--- src/rtl/mrae_pkg.sv ---
// Package: shared types and constants for the masked region average engine.
package mrae_pkg;
   localparam int DEF_MAX_WIDTH  = 256;
   localparam int DEF_MAX_HEIGHT = 256;
   localparam int REQ_DATA_W = 96;
   localparam int RSP_DATA_W = 80;
   localparam int CSR_DATA_W = 9;
   localparam int CSR_ADDR_W = 2;
   localparam int SUM_W = 24;
   localparam int CNT_W = 17;
   localparam int MEAN_W = 16;
   localparam int COORD_W = 12;
   localparam int ACC_W = 40;
   localparam int NUM_W = ACC_W + 8;

   localparam logic [CSR_ADDR_W-1:0] CSR_CHANNEL = 2'd0;
   localparam logic [CSR_ADDR_W-1:0] CSR_WHITE   = 2'd1;
   localparam logic [CSR_ADDR_W-1:0] CSR_WIDTH   = 2'd2;
   localparam logic [CSR_ADDR_W-1:0] CSR_HEIGHT  = 2'd3;

   localparam logic [1:0] CH_GRAY  = 2'd0;
   localparam logic [1:0] CH_RED   = 2'd1;
   localparam logic [1:0] CH_GREEN = 2'd2;
   localparam logic [1:0] CH_BLUE  = 2'd3;

   localparam logic CMD_LOAD  = 1'b0;
   localparam logic CMD_QUERY = 1'b1;

   typedef enum logic [2:0] {
      ST_IDLE, ST_SETUP, ST_SCAN, ST_DRAIN, ST_START, ST_DIV, ST_OUT
   } state_type;

   typedef struct packed {
      logic load;
      logic setup;
      logic scan;
      logic drain;
      logic div_start;
      logic div_step;
      logic out_load;
      logic out_query;
   } cmd_type;

   typedef struct packed {
      logic empty;
      logic scan_last;
      logic div_last;
   } sts_type;
endpackage

--- src/rtl/mrae_ctrl.sv ---
// Controller: sequences loads, rectangle scans, division and the result handshake.
module mrae_ctrl (
   input  logic clock,
   input  logic reset,
   input  logic req_tvalid,
   output logic req_tready,
   input  logic req_cmd,
   output logic rsp_tvalid,
   input  logic rsp_tready,
   input  mrae_pkg::sts_type sts,
   output mrae_pkg::cmd_type cmd
);
   import mrae_pkg::*;
   state_type state_ff, state_in;
   logic full_ff, full_in;
   logic take, pop;

   assign pop  = full_ff && rsp_tready;
   assign req_tready = (state_ff == ST_IDLE) && (!full_ff || rsp_tready);
   assign take = req_tvalid && req_tready;
   assign rsp_tvalid = full_ff;

   always_comb begin
      state_in = state_ff;
      unique case (state_ff)
         ST_IDLE:  if (take && req_cmd == CMD_QUERY) state_in = ST_SETUP;
         ST_SETUP: state_in = ST_SCAN;
         ST_SCAN:  if (sts.scan_last) state_in = ST_DRAIN;
         ST_DRAIN: state_in = ST_START;
         ST_START: state_in = ST_DIV;
         ST_DIV:   if (sts.div_last) state_in = ST_OUT;
         ST_OUT:   if (!full_ff || rsp_tready) state_in = ST_IDLE;
         default:  state_in = ST_IDLE;
      endcase
   end

   always_comb begin
      cmd = '0;
      unique case (state_ff)
         ST_IDLE: begin
            cmd.load = take && req_cmd == CMD_LOAD;
            cmd.out_load = cmd.load;
            cmd.setup = take && req_cmd == CMD_QUERY;
         end
         ST_SCAN:  cmd.scan = 1'b1;
         ST_START: cmd.div_start = 1'b1;
         ST_DIV:   cmd.div_step = 1'b1;
         ST_OUT:   cmd.out_query = !full_ff || rsp_tready;
         default:  cmd = '0;
      endcase
   end

   always_comb begin
      full_in = full_ff;
      if (pop) full_in = 1'b0;
      if (cmd.out_load || cmd.out_query) full_in = 1'b1;
   end

   always_ff @(posedge clock) begin
      if (reset) begin
         state_ff <= ST_IDLE;
         full_ff <= 1'b0;
      end else begin
         state_ff <= state_in;
         full_ff <= full_in;
      end
   end
endmodule

--- config.mk ---
export PLATFORM = sky130hd
export DESIGN_NAME = mrae_ctrl
export DESIGN_NICKNAME = d
export VERILOG_FILES = /design/src/rtl/mrae_pkg.sv /design/src/rtl/mrae_ctrl.sv
export SDC_FILE = /design/constraint.sdc
export NUM_CORES = 1
export LEC_CHECK = 0
export ABC_CLOCK_PERIOD_IN_PS = 2000
export BUFFER_PORTS_ARGS = -buffer_cell sky130_fd_sc_hd__buf_2
export CAP_MARGIN = 20
export CORE_AREA = 8 8 45 47
export CTS_CLUSTER_SIZE = 14
export DETAILED_ROUTE_END_ITERATION = 16
export DIE_AREA = 0 0 53 55
export PLACE_DENSITY = 0.54
export SYNTH_ARGS = -nofsm -noshare
export SYNTH_HDL_FRONTEND = slang
export SYNTH_SLANG_ARGS = --single-unit
--- constraint.sdc ---
create_clock -name clock -period 2 [get_ports clock]
set_input_delay 0.2 -clock clock [delete_from_list [all_inputs] [get_ports clock]]
set_output_delay 0.2 -clock clock [all_outputs]
set_load 0.02 [all_outputs]
Yosys cells after proc, flatten, opt, wreduce, memory -nomap -nowiden
Cells that the tools add are included.
- flip-flop bits (word level): 4
- bits of input ports: 8
- output and inout bits: 10
- eq/ne operators: 10
- muxes and demuxes: 13
- bitwise gates (word level): 1
- reductions and logical operators: 11
- operators with widths (operator ; count):
    $pmux W3 S7 ; 1
    $mux W3 ; 4
    $eq A3 B3 Y1 const B ; 3
    $mux W1 ; 7
    $eq A3 B2 Y1 const B ; 2
    $ne A2 B2 Y1 const B ; 3
    $logic_and A1 B1 Y1 ; 5
    $reduce_and A4 Y1 ; 1
    $eq A3 B1 Y1 const B ; 1
    $logic_not A3 Y1 ; 1
    $logic_or A1 B1 Y1 ; 2
    $mux W2 ; 1
    $ne A2 B1 Y1 const B ; 1
    $reduce_bool A2 Y1 ; 1
    $logic_not A1 Y1 ; 1
    $not A1 Y1 ; 1

Longest topological paths before layout
Gate-level depths: netlist of the first run.
- word-level depth: 8
- depth in mapped cells: 6
- mapped depth without buffers: 4

Worst setup path before layout of the first run
OpenSTA, ideal clock, no wires.
- path kind: register -> output
- start point: register state_ff[0]
- end point: output cmd[7] in the netlist's numbering
- arrival time: 1.516 ns
- required time: 1.800 ns
- setup slack: 0.284 ns
- cell stages (with the launch flop): 7
- path through: dfxtp_1 clkbuf_2 nor3_1 and2_1 nand2_1 nor2_1 buf_4
- RTL lines (element ; line ; text):
    start: declaration ; mrae_ctrl.sv:14 ; state_type state_ff, state_in;
    start signal: assignment ; mrae_ctrl.sv:64 ; state_ff <= state_in;
    end: declaration ; mrae_ctrl.sv:11 ; output mrae_pkg::cmd_type cmd

==> results of run 1 <==
## cell usage after synthesis, types with 2 or more instances
| master | number |
|---|---|
| a21oi_1 | 3 |
| dfxtp_1 | 4 |
| or2b_1 | 2 |
| nor2_1 | 7 |
| o21ai_0 | 2 |
| and2b_1 | 2 |
| buf_4 | 2 |
| nand2b_1 | 2 |
| nand2_1 | 7 |
| mux2i_1 | 2 |
## cell families (layout without fill, tap and decap cells)
logic type | count (synthesis) | count (layout) | share of synthesized area
other cells | 1 | 1 | 0.01180
flops | 4 | 4 | 0.2520
simple gates | 26 | 26 | 0.4331
compound gates | 7 | 7 | 0.1496
buf+inv | 5 | 19 | 0.09050
mux | 2 | 2 | 0.06299
## worst max-delay path, stage by stage, from the launching register on
cell and delay (ns):
dfxtp_1 0.37, nor3_1 0.23, and2_1 0.18, nand2_1 0.06, nor2_1 0.09, buf_2 0.17
## through the flow
step	cell area, sq um	utilization	std cells	hold WS, ns	total power [mW]
2_1_floorplan	317.8	-	45	0.2691	0.3546
3_3_place_gp	387.9	0.2803	72	0.4394	0.4156
3_5_place_dp	387.9	0.2803	72	0.4443	0.4193
4_1_cts	410.4	0.2966	75	0.1941	0.5211
5_1_grt	410.4	0.2966	75	0.1941	0.5571
6_report	410.4	0.2966	75	0.2027	0.5092
## per-layer routing
metal / up-vias / track usage / part of all wire
li1: 177 / - / -
met1: 151 / 0.05000 / 0.39
met2: 7 / 0.07617 / 0.51
met3: 0 / 0.02674 / 0.10
met4: 0 / 0.06466 / 0
met5: - / 0 / 0
## flip-flops by register name (all words and copies together), names as in the netlist
| name | count |
|---|---|
| state_ff | 3 |
| rsp_tvalid | 1 |
## layout by cell type, fill, tap and decap left out, types with 2 or more instances in the layout
master / instances
nand2_1: 7
and2b_1: 2
dfxtp_1: 4
or2b_1: 2
nand2b_1: 2
a21oi_1: 3
mux2i_1: 2
o21ai_0: 2
nor2_1: 7
clkbuf_4: 3
buf_2: 15
## worst max-delay path by stage
stage / startpoint / cells past startpoint / end
detailed placement: state_ff[0] / 5 / cmd[7]
CTS: state_ff[0] / 5 / cmd[7]
finish: state_ff[0] / 5 / cmd[7]
global route: state_ff[0] / 5 / cmd[7]
floorplan: state_ff[0] / 6 / cmd[7]
global placement: state_ff[0] / 5 / cmd[1]
## layout make-up
type,count,share of cell area
clock buffers,3,0.05488
flip-flops and latches,4,0.1951
inverters,1,0.009146
repair buffers,15,0.1829
multi-input cells,36,0.5091
well taps,16,0.04878
## power breakdown
part	internal (mW)	switching, mW
clock network	0.0668	0.0291
logic	0.115	0.153
registers	0.104	0.0417
==> flow_summary.yaml, run 1 <==
synthesis:
  synth_fp_nets: 53
  synth_top_area_frac: 0.2520
  ys_seq_area_frac: 0.2520
  ys.warnings.count: 0
  syn_area_sq_um: 317.8
  ys.flop_type: "dfxtp_1"
  ys_seq_elements: 4
  avgSynthCellArea_sq_um: 7.062
  netlist_top_cells_area: "dfxtp_1 (25%), nand2_1 (8.3%), nor2_1 (8.3%)"
  synth_cell_types: 22
  yosysTopAreaCell: "dfxtp_1"
  synth_edf_count: 0
  synthArstFlopShare: 0
  syn_inst: 45
layout:
  area_growth_pct: 29.13
  fillers: 165
  drive_gt1_frac: 0.3220
  diodes: 0
  fin_nets: 69
  multi_input_area_sq_um: 209.0
  seqCellArea_sq_um: 80.08
timing:
  rsz0062_at_grt: "false"
  finalCriticalPeriod_ns: 1.536
  tns_ns: 0
  fin_crit_sh: 0.7681
  slew_viol_final: 0
  skew_ns: 0.003094
  setup_viol: 0
  layout_setup_ws_ns: 0.4638
  hold_viol_final: 0
  fmax_mhz: 650.9
run:
  cap_violations: 0
placement:
  gp_congestion: 0.7010
  portBuffers: 15
  dp_slack_ns: 0.6987
  hpwl_microns: 636.9
cts:
  hold_buffers: 0
  cts_tree: "built"
  cts_buffer_depth: 2
  clkLatencyLatePin_ns: 0.23
  h-tree-depth: 1
  post_cts_buffers: 0
  root_buffer: "clkbuf_4"
  post_cts_resized: 0
  clkSinkCount: 4
  clk_pin_slew_ns: 0.04
  cts_inserted_buffers: 3
min_path:
  hold_depth: 2
  hp-start: "reset"
  worst_hold_path_type: "input port to flip-flop"
  min_to: "state_ff[2]"
floorplanning:
  start_util: 0.2297
  die_w_microns: 53
  core_sq_um: 1384
  die_y_microns: 55
  die_area_sq_um: 2915
  row_count: 14
  io_pins: 18
detailed_routing:
  drc: 0
  drt-total-wl_microns: 783
  via_count: 335
  firstDrtPassIters: 4
  via_per_inst: 4.467
  drt_iter0_drc: 3
  postRouteAntennaNets: 0
  wl_per_cell_microns: 10.44
power_and_ir_drop:
  ir_drop_v: 0.0003402
  p_per_area_nw_per_um2: 1241
  leakage_nw: 0.2124
grt:
  grt_overflow: 0
  grt_use_total: 0.05295
  grt_pass1_vias: 280
  grt_antenna_before_repair: 0
  grt_max_degree: 12
  grt_pass1_wl_microns: 1069
critical_path:
  worst-r2r-setup-slack_ns: 0.72
  r2r_cells: 4
  crit_type: "flip-flop to primary output"
  r2r_end: "state_ff[1]"
  crit_path_end_kind: "primary output"
  regToRegStartpoint: "state_ff[0]"
  worstPathArrival_ns: 1.34
  cp_data_required_time_ns: 1.80
  cp_max_fo: 9
  cp-start-kind: "flip-flop"
status:
  outcome: "complete, no violations"
Power figures use the tool's default switching activity.
==> run 2: changes to the inputs <==
Settings changed: ABC_AREA set to 1, ABC_CLOCK_PERIOD_IN_PS 2000 to 1450, PLACE_DENSITY 0.54 to 0.58.
Clock period 2 ns to 1.45 ns, I/O delays scaled along.
==> run 2 against run 1 <==
  * Hold slack got worse by 0.099 ns
  * Critical path depth increased by 1
  * Synthesized area increased by 15%
  * Clock-buffer cell count unchanged
  * Clock power increased by 41%
  * Power increased by 120%
  * Clock skew decreased by 0.0022 ns
  * Sequential cell count unchanged
  * Sequential share of layout area decreased by 3.4 points
  * Die area unchanged
  * Critical endpoint unchanged
  * Global-route usage increased by 1.4 points
==> flow_summary.yaml, run 2 <==
status:
  outcome: "complete, no violations"
synthesis:
  yosysTopAreaCell: "dfxtp_1"
  netlist_top_cells_area: "dfxtp_1 (22%), inv_1 (14%), nand2_1 (11%)"
  synth_cell_types: 20
  synthAdderAreaFrac: 0
  synth_compound_area_frac: 0.1229
  synth.most_common_cell: "inv_1"
  ys.warnings.count: 0
  syn_area_sq_um: 366.6
  avgSynthCellArea_sq_um: 6.110
  ys.flop_type: "dfxtp_1"
  synth_top_family_by_area: "simple AND/OR/NAND/NOR gates"
  syn_inst: 60
  synth.area.mux_share: 0
  synth_top_area_frac: 0.2184
  synth_simple_gate_area_frac: 0.4437
  synthXorXnorAreaFrac: 0
  ys_top_cells_by_count: "inv_1 (14), nand2_1 (11), nor2_1 (11)"
  synth_edf_count: 0
  ys_seq_elements: 4
  synth_fp_nets: 68
  ys_seq_area_frac: 0.2184
  synthArstFlopShare: 0
grt:
  grt_pass1_vias: 398
  grt_antenna_before_repair: 0
  grt_pass1_wl_microns: 1455
  grt_overflow: 0
  grt_use_total: 0.06714
  grt_max_degree: 8
cts:
  hold_buffers: 0
  cts_tree: "built"
  clk_pin_slew_ns: 0.04
  clkSinkCount: 4
  root_buffer: "clkbuf_4"
  clkLatencyLatePin_ns: 0.23
  h-tree-depth: 1
  cts_inserted_buffers: 3
  cts_buffer_depth: 2
placement:
  portBuffers: 15
  place_area_sq_um: 446.7
  gp_congestion: 0.7824
  dp_slack_ns: 0.1695
  hpwl_microns: 716.5
layout:
  area_growth_pct: 46.08
  top_register: "state_ff"
  drive_gt1_frac: 0.4815
  seqCellArea_sq_um: 86.33
  stdcell_area_sq_um: 535.5
  multi_input_area_sq_um: 219.0
  layout_common_cells: "inv_1 (12), buf_2 (12), nand2_1 (11)"
  largest_reg_flops: 3
  fillers: 160
  diodes: 0
  fin_nets: 91
critical_path:
  r2r_cells: 7
  cp-start-kind: "flip-flop"
  cp_max_fo: 4
  crit_type: "flip-flop to primary output"
  crit_path_end_kind: "primary output"
  worst-r2r-setup-slack_ns: 0.21
  regToRegStartpoint: "state_ff[1]"
  r2r_end: "rsp_tvalid"
  worstPathArrival_ns: 1.21
  cp_data_required_time_ns: 1.31
power_and_ir_drop:
  clock_power_share: 0.121
  leakage_nw: 0.3184
  power.internal_uw: 578.4
  p_comb_frac: 0.679
  ir_drop_v: 0.0007977
  p_per_area_nw_per_um2: 2094
  power_switching_uw: 542.8
  seq_power_share: 0.200
  swShare: 0.4841
floorplanning:
  row_count: 14
  io_pins: 18
  die_w_microns: 53
  start_util: 0.2649
  die_area_sq_um: 2915
  die_y_microns: 55
  core_sq_um: 1384
timing:
  layout_setup_ws_ns: 0.09416
  fmax_mhz: 737.5
  rsz0062_at_grt: "false"
  finalCriticalPeriod_ns: 1.356
  fin_crit_sh: 0.9351
  skew_ns: 0.0008748
  slew_viol_final: 0
  hold_viol_final: 0
  setup_viol: 0
detailed_routing:
  drc: 0
  postRouteAntennaNets: 0
  via_count: 393
  firstDrtPassIters: 2
  drt-total-wl_microns: 886
  drt_iter0_drc: 1
  wl_per_cell_microns: 9.134
  via_per_inst: 4.052
min_path:
  min_to: "state_ff[1]"
  hp-start: "reset"
  hold_depth: 2
  worst_hold_path_type: "input port to flip-flop"
run:
  cap_violations: 0
## run 2: changes by cell type in the layout (fill, tap and decap cells not counted), moves of 3 or more
cell,previous run,this run
dfxtp_1,4,1
nand2_1,7,11
nor2_1,7,10
inv_2,0,3
buf_2,15,12
buf_4,0,6
inv_1,1,12
## run 2: cell families after synthesis
group	Yosys count
AO/OA/AOI/OAI	5
buffers and inverters	18
flip-flops	4
other	1
AND/OR/NAND/NOR	32
## run 2: worst max-delay path by stage
stage | start | endpoint | slack [ns] | cells after the start
global placement | state_ff[0] | cmd[7] | 0.21 | 6
finish | state_ff[1] | cmd[7] | 0.09 | 6
floorplan | rsp_tvalid | cmd[7] | 0.13 | 6
detailed placement | state_ff[0] | cmd[7] | 0.17 | 6
global route | state_ff[1] | cmd[7] | 0.006 | 6
CTS | state_ff[1] | cmd[7] | -0.002 | 6
## run 2: power groups by stage
stage                     Sequential (mW)  Clock, mW  Combinational (mW)
after global routing                0.233      0.155               0.833
after CTS                           0.220      0.145               0.674
after global placement              0.214          0               0.627
after detailed placement            0.215          0               0.632
final                               0.224      0.135               0.762
after floorplan                     0.209          0               0.493
## run 2: routing by layer
layer  GRT usage  wire, microns
met1     0.06061            342
met2      0.1211            506
met3     0.01604             32
met4     0.06466              5
met5           0              0
## run 2: repair_timing
item | CTS | global route
buffers inserted | 1 | 4
endpoints found under the setup margin | 3 | 4
resized for setup | 8 | 5
pin swaps | 3 | 4
## run 2: worst max-delay path, cell delays in order, from the launching register on
cell	delay (ns)
dfxtp_2	0.34
nor2_4	0.10
nand2_2	0.06
nor3b_2	0.18
nand2_1	0.10
inv_2	0.08
buf_6	0.12
## run 2: metrics by stage
stage | util | instances | hold slack [ns] | setup TNS [ns] | power, mW
after floorplan | - | 60 | 0.2141 | 0 | 0.7022
after global routing | 0.3870 | 97 | 0.1006 | 0 | 1.222
after CTS | 0.3580 | 93 | 0.1040 | -0.002243 | 1.039
after detailed placement | 0.3228 | 89 | 0.3551 | 0 | 0.8468
after global placement | 0.3228 | 89 | 0.3500 | 0 | 0.8414
final | 0.3870 | 97 | 0.1039 | 0 | 1.121
## run 2: area by class of cell
class | instances | share of cell area
Timing Repair Buffer | 20 | 0.2383
Inverter | 16 | 0.1121
Clock buffer | 3 | 0.04206
Tap cell | 16 | 0.03738
Multi-Input combinational cell | 38 | 0.4089
Sequential cell | 4 | 0.1612
